$ cat src/rtl/core/tptu_pkg.sv
// ----------------------------------------------------------------------------
// TLB page table translator package
// Shared types and constants for the controller, datapath and top level.
// ----------------------------------------------------------------------------
package tptu_pkg;

   localparam int ADDR_W         = 16;
   localparam int PAGE_W         = 8;
   localparam int OFFSET_W       = 8;
   localparam int FRAME_W        = 8;
   localparam int COUNT_W        = 32;
   localparam int FCOUNT_W       = 9;
   localparam int PAGE_ENTRIES   = 256;
   localparam logic [FCOUNT_W-1:0] FCOUNT_RESET = 9'd256;

   typedef enum logic [1:0] {
      ST_IDLE,
      ST_LOOK,
      ST_EVICT,
      ST_RESP
   } tptu_state_type;

   typedef struct packed {
      logic capture;
      logic fin_hit;
      logic fin_walk;
      logic fault_sel;
      logic fault_commit;
   } tptu_cmd_type;

   typedef struct packed {
      logic tlb_hit;
      logic page_resident;
   } tptu_status_type;

endpackage

$ cat src/rtl/core/tptu_ctrl.sv
// ----------------------------------------------------------------------------
// TLB page table translator controller
// Sequences lookup, page walk, fault handling and the result beat.
// ----------------------------------------------------------------------------
module tptu_ctrl (
   input  logic                     clock,
   input  logic                     reset,
   input  logic                     start,
   output logic                     busy,
   output logic                     rsp_strobe,
   input  tptu_pkg::tptu_status_type status,
   output tptu_pkg::tptu_cmd_type   cmd
);
   import tptu_pkg::*;

   tptu_state_type state_ff, state_in;

   always_ff @(posedge clock) begin
      if (reset) begin
         state_ff <= ST_IDLE;
      end else begin
         state_ff <= state_in;
      end
   end

   always_comb begin
      state_in   = state_ff;
      cmd        = '0;
      busy       = 1'b1;
      rsp_strobe = 1'b0;
      unique case (state_ff)
         ST_IDLE: begin
            busy = 1'b0;
            if (start) begin
               cmd.capture = 1'b1;
               state_in    = ST_LOOK;
            end
         end
         ST_LOOK: begin
            if (status.tlb_hit) begin
               cmd.fin_hit = 1'b1;
               state_in    = ST_RESP;
            end else if (status.page_resident) begin
               cmd.fin_walk = 1'b1;
               state_in     = ST_RESP;
            end else begin
               cmd.fault_sel = 1'b1;
               state_in      = ST_EVICT;
            end
         end
         ST_EVICT: begin
            cmd.fault_commit = 1'b1;
            state_in         = ST_RESP;
         end
         ST_RESP: begin
            rsp_strobe = 1'b1;
            state_in   = ST_IDLE;
         end
         default: begin
            state_in = ST_IDLE;
         end
      endcase
   end

endmodule

$ cat config.mk
export PLATFORM = sky130hd
export DESIGN_NAME = tptu_ctrl
export DESIGN_NICKNAME = d
export VERILOG_FILES = /design/src/rtl/core/tptu_pkg.sv /design/src/rtl/core/tptu_ctrl.sv
export SDC_FILE = /design/constraint.sdc
export NUM_CORES = 1
export LEC_CHECK = 0
export BUFFER_PORTS_ARGS = -buffer_cell sky130_fd_sc_hd__buf_2
export CORE_AREA = 2 2 39 41
export CTS_CLUSTER_DIAMETER = 30
export DETAILED_ROUTE_END_ITERATION = 10
export DIE_AREA = 0 0 41 43
export PLACE_DENSITY = 0.42
export SLEW_MARGIN = 20
export SYNTH_ARGS = -nofsm -noshare
export SYNTH_HDL_FRONTEND = slang
export SYNTH_SLANG_ARGS = --single-unit
$ cat constraint.sdc
create_clock -name clock -period 1.35 [get_ports clock]
set_clock_uncertainty 0.2 [all_clocks]
set_input_delay 0.0675 -clock clock [delete_from_list [all_inputs] [get_ports clock]]
set_output_delay 0.0675 -clock clock [all_outputs]
set_load 0.05 [all_outputs]
---- After elaboration in Yosys (flattened, before gate mapping) ----
Index checks and enable logic that the tools add are counted.
word-level totals
  register bits ........................... 2
  input bits .............................. 5
operators by class
  equality and inequality tests ........... 4
  muxes and demuxes ....................... 14
  reduce and logical (&&, ||, !) cells .... 1
operators by type and width
  cell                                                                   count
  1-bit 2-to-1 mux                                                       9
  2-bit case mux with 4 select lines                                     1
  2-bit 2-to-1 mux                                                       3
  2-bit equality test, second input constant                             2
  3-bit 2-to-1 mux                                                       1
  2-bit by 1-bit equality test with 1-bit output, second input constant  1
  2-bit zero test                                                        1
  2-bit inequality test, second input constant                           1

---- Depth between registers and ports, before layout ----
Gate-level depths: netlist of the first run.
  depth after elaboration ................. 3
  gate-level depth with buffers ........... 5
  mapped depth without buffers ............ 5

---- Worst setup path after synthesis of the first run ----
OpenSTA, ideal clock, no wires.
  kind .................................... register to output
  from .................................... register state_ff[1]
  to ...................................... output port cmd[1] (netlist bit)
  data arrival time ....................... 1.744 ns
  slack ................................... -0.661 ns
  cell stages (with the launch flop) ...... 4
  path through ............................ dfxtp_1 inv_1 ha_1 nor3b_1
RTL lines
  element                   RTL line         source
  start: declaration        tptu_ctrl.sv:16  tptu_state_type state_ff, state_in;
  start signal: assignment  tptu_ctrl.sv:22  state_ff <= state_in;
  end: declaration          tptu_ctrl.sv:12  output tptu_pkg::tptu_cmd_type cmd

==> results.ini, run 1 <==
[run_status]
status=finished with violations
violations=negative setup slack

[floorplanning]
initial_utilization=0.147
die_h_um=43
chipWidth_um=41
ioPinCount=12
rows=14
die_area_mm2=0.00176
core_mm2=0.00138

[critical_path]
cp-start-kind=flip-flop
crit_type=reg -> out
required_ns=1.08
worst-path-max-fanout=4
arrival_ns=1.09
end_kind=output port

[job]
drv_cap=0

[timing]
period_needed_ns=1.36
setup_tns_ns=-0.0151
rsz0062_at_grt=true
finalHoldViolations=0
setup_violations=2
relSlewSlack=0.895
fmax_ghz=0.734
worst_slack_ns=-0.0117
slew_violations=0
tightest_slew_ns=0.155
fin_crit_sh=1.01
whs_ns=0.0513

[synth]
synthMuxAreaShare=0.0491
syn_avg_cell_area_um2=9.71
yosys.area_share.simple=0.282
ys_warn_count=0
synth_seq_area_share=0.196
ys_types=13
synth-compound-area-share=0.110
synth-seq-cells=2
post_synth_instance_area_um2=204
syn_inst=21
synthAdderAreaFrac=0.307
synth_top_family_by_area=adder cells
synthXorXnorAreaFrac=0
synth_nets=31

[cells_and_area]
nets=51
layout.cells.non_filler=55
largest_reg_flops=2
area_delta_synth_final_pct=121
biggestRegsByFlops=state_ff (2)
drive_above_1_share=0.744
diodes=0
regMostFlops=state_ff
n_fill_cell=147

[cts]
cts_tree=built
clock_latency_ns=0.22
clkTransAtPathRegs_ns=0.03
clock_sinks=2
cts_made_buffers=3
htree_levels=1
clockRootBuffer=clkbuf_4
cts.path.max_buffers=2

[global_routing]
grt_pass1_vias=169
grt_overflow_total=0
grt_max_degree=5
antenna_found_initial=0
grt_util_all_layers=0.0541
grt_pass1_wl_um=641

[route]
vias=201
drtIter0Drc=1
drt-total-wl_um=447
drt-pass1-iter-count=2
wire_per_inst_um=8.13
ant_nets=0
drc=0
viasPerCell=3.65

[placement]
io_buffer_count=11
gp_congestion=0.627
dp.cells=50

[power]
power.density_mw_per_mm2=2620
totalPowerFinal_mw=1.19
vdd_drop_max_uv=1160
p_leak_nw=0.212

[worst_hold_path]
hp-class=in -> reg

[cell type report]
cell class	count	area, um^2	area share
timing repair buffer	15	143	0.316
sequential	2	45.0	0.0997
clock buffer	3	22.5	0.0499
multi-input combinational	16	205	0.454
tap	16	20.0	0.0443
inverter	3	16.3	0.0360
[cell families after synthesis]
logic type,after synthesis
compound gates,3
mux,1
simple gates,7
fa+ha+maj,5
buf+inv,3
flops,2
[placed cells by master (no fill, tap or decap)]
cell type and count:
buf_2 4, o21ai_0 1, buf_8 2, nor2_1 1, and2_4 1, and4b_1 1
a211oi_2 1, o21ai_1 1, inv_4 2, mux2i_1 1, ha_4 3, buf_6 6
clkbuf_4 3, dfxtp_2 1, and3b_1 1, nand2b_4 1, dlygate4sd3_1 1, ha_2 1
nor3b_4 1, and2_1 1, inv_1 1, buf_4 2, ha_1 1, dfxtp_4 1
[cells in the mapped netlist]
master | number | share of area
and2_1 | 1 | 0.031
inv_1 | 3 | 0.055
a211oi_2 | 1 | 0.061
ha_1 | 5 | 0.31
nand2b_4 | 1 | 0.067
o21ai_0 | 2 | 0.049
and4b_1 | 1 | 0.049
dfxtp_1 | 2 | 0.20
nor2_1 | 1 | 0.018
and2_2 | 1 | 0.037
and3b_1 | 1 | 0.043
nor3b_1 | 1 | 0.037
mux2i_1 | 1 | 0.049
[stage by stage]
stage	instance area, um^2	worst slack (ns)	utilization
after CTS	438	-0.0282	0.316
after global routing	452	-0.0670	0.326
after detailed placement	308	-0.0566	0.222
after floorplan	218	0.0121	-
after global placement	308	-0.0326	0.222
final	452	-0.0117	0.326
[critical path, stage by stage, from the launching register on]
cell	delay, ns
dfxtp_2	0.32
inv_4	0.08
ha_4	0.13
nor3b_4	0.17
buf_6	0.18
[metal layers]
metal | GRT usage | part of all wire
met1 | 0.0799 | 0.52
met2 | 0.0625 | 0.39
met3 | 0.0314 | 0.085
met4 | 0.0200 | 0
met5 | 0 | 0
[repair_timing]
item,4_1_cts,5_1_grt
pin swaps,4,4
gates resized for setup,26,5
hold buffers,1,0
setup buffers,1,0
endpoints found under the setup margin,8,7
hold endpoints to repair,2,0
[power breakdown]
part	internal, mW	switching, mW
registers	0.101	0.0433
logic	0.420	0.495
clock network	0.0976	0.0280
[worst paths after layout]
check | endpoint | startpoint | depth (start not counted) | slack, ns
max | cmd[1] | state_ff[1]$_SDFFE_PP0P_ | 4 | -0.01
max reg2reg | state_ff[0]$_SDFFE_PP0P_ | state_ff[1]$_SDFFE_PP0P_ | 5 | 0.06
min | state_ff[1]$_SDFFE_PP0P_ | start | 4 | 0.05
min reg2reg | state_ff[0]$_SDFFE_PP0P_ | state_ff[0]$_SDFFE_PP0P_ | 3 | 0.42
No activity file was read; power rests on OpenSTA's default activity.
==> run 2, diff against run 1 <==
--- a/config.mk
+++ b/config.mk
@@ -5,7 +5,7 @@
 export SDC_FILE = /design/constraint.sdc
 export NUM_CORES = 1
 export LEC_CHECK = 0
-export BUFFER_PORTS_ARGS = -buffer_cell sky130_fd_sc_hd__buf_2
+export BUFFER_PORTS_ARGS = -buffer_cell sky130_fd_sc_hd__buf_4
 export CORE_AREA = 2 2 39 41
 export CTS_CLUSTER_DIAMETER = 30
 export DETAILED_ROUTE_END_ITERATION = 10
==> results.ini, run 2 (same netlist as run 1, synthesis figures left out) <==
[timing]
tightest_slew_ns=0.193
slew_violations=0
fmax_ghz=0.727
setup_violations=3
rsz0062_at_grt=true
fin_crit_sh=1.02
relSlewSlack=0.870
finalHoldViolations=0
whs_ns=0.0521
period_needed_ns=1.38
worst_slack_ns=-0.0252

[global_routing]
antenna_found_initial=0
met3_usage=0.0471
grt_pass1_wl_um=821
grt_max_degree=5
grt_util_all_layers=0.0741
top_usage_layer=met2
grt_overflow_total=0
gr-usage-met2=0.0969
grt_pass1_vias=219
met1_usage=0.0799

[cts]
cts_tree=built
clock_latency_ns=0.22
clkTransAtPathRegs_ns=0.03
clock_sinks=2
cts_made_buffers=3
clockRootBuffer=clkbuf_4
htree_levels=1
cts.path.max_buffers=2

[cells_and_area]
diodes=0
nets=51
drive_above_1_share=0.718
largest_reg_flops=2
regMostFlops=state_ff
layout_common_cells=buf_4 (6), buf_6 (6), ha_4 (3), clkbuf_4 (3)
area_delta_synth_final_pct=125
biggestRegsByFlops=state_ff (2)

[critical_path]
arrival_ns=1.11
worst-path-max-fanout=4
critPathLaunch=state_ff[1]$_SDFFE_PP0P_
r2r-start=state_ff[0]$_SDFFE_PP0P_
path_delay_family=flip-flops
max_stage_delay_ns=0.32
cp-start-kind=flip-flop
required_ns=1.08
crit_slowest_cell=dfxtp_2
path_cells=inv_4 -> ha_4 -> nor3b_4 -> buf_6
crit_type=reg -> out
end_kind=output port
critical_path_buf_inv_count=2

[placement]
gp_congestion=0.598
preCtsSetupSlack_ns=-0.0487
io_buffer_count=11
hpwl_um=376

[floorplanning]
chipWidth_um=41
ioPinCount=12
rows=14
initial_utilization=0.147
core_mm2=0.00138
die_h_um=43
die_area_mm2=0.00176

[route]
drc=0
viasPerCell=3.87
ant_nets=0
wire_per_inst_um=9.05
drtIter0Drc=4
drt-pass1-iter-count=2
vias=213
drt-total-wl_um=498

[power]
p_leak_nw=0.216
vdd_drop_max_uv=961
power.density_mw_per_mm2=2580

[worst_hold_path]
hp-class=in -> reg
min-delay-start=start

[run_status]
violations=negative setup slack
status=finished with violations

[job]
drv_cap=0

run 2: cell counts in the layout (fill, tap and decap cells not counted):
No cell type changed its count.
run 2: timing repair:
action                                  in CTS  in global routing
buffers inserted                             0                  1
cloned                                       0                  0
gates resized for setup                     20                  2
endpoints found under the setup margin       8                  8
pin swaps                                    3                  4
hold buffers                                 1                  0
endpoints found under the hold margin        2                  0
run 2: final cells by class:
cell class / count / area (um^2)
sequential: 2 / 45.0
inverter: 3 / 16.3
timing repair buffer: 15 / 153
fill: 141 / 925
clock buffer: 3 / 22.5
multi-input combinational: 16 / 203
tap: 16 / 20.0
run 2: path summary, 6_finish.rpt:
check	endpoint	slack (ns)	cells past startpoint
hold / removal	state_ff[1]$_SDFFE_PP0P_	0.05	4
hold reg to reg	state_ff[0]$_SDFFE_PP0P_	0.48	2
setup / recovery	cmd[1]	-0.03	4
setup reg to reg	state_ff[0]$_SDFFE_PP0P_	0.10	5
run 2: layer usage:
metal / share of wire / routed length (um) / vias up
li1: - / - / 111
met3: 0.11 / 53 / 0
met5: 0 / 0 / -
met1: 0.42 / 211 / 91
met2: 0.47 / 232 / 11
met4: 0 / 0 / 0
run 2: per-stage QoR:
stage	cell area [um^2]	setup TNS (ns)	utilization	power, mW	instances
floorplan	218	0	-	0.624	21
global placement	335	-0.00879	0.242	0.816	50
detailed placement	335	-0.0947	0.242	0.825	50
CTS	444	-0.104	0.321	1.16	54
global route	459	-0.273	0.332	1.28	55
finish	459	-0.0533	0.332	1.19	55
run 2: worst register-to-register path, cell delays in order, from the launching register on:
cell,delay (ns)
dfxtp_4,0.37
inv_4,0.05
ha_4,0.16
nand2b_4,0.07
o21ai_0,0.09
a211oi_2,0.21
run 2: power breakdown:
group	internal, mW	switching [mW]	leakage [nW]
logic	0.413	0.495	0.185
registers	0.101	0.0424	0.0175
clock network	0.0983	0.0360	0.0138
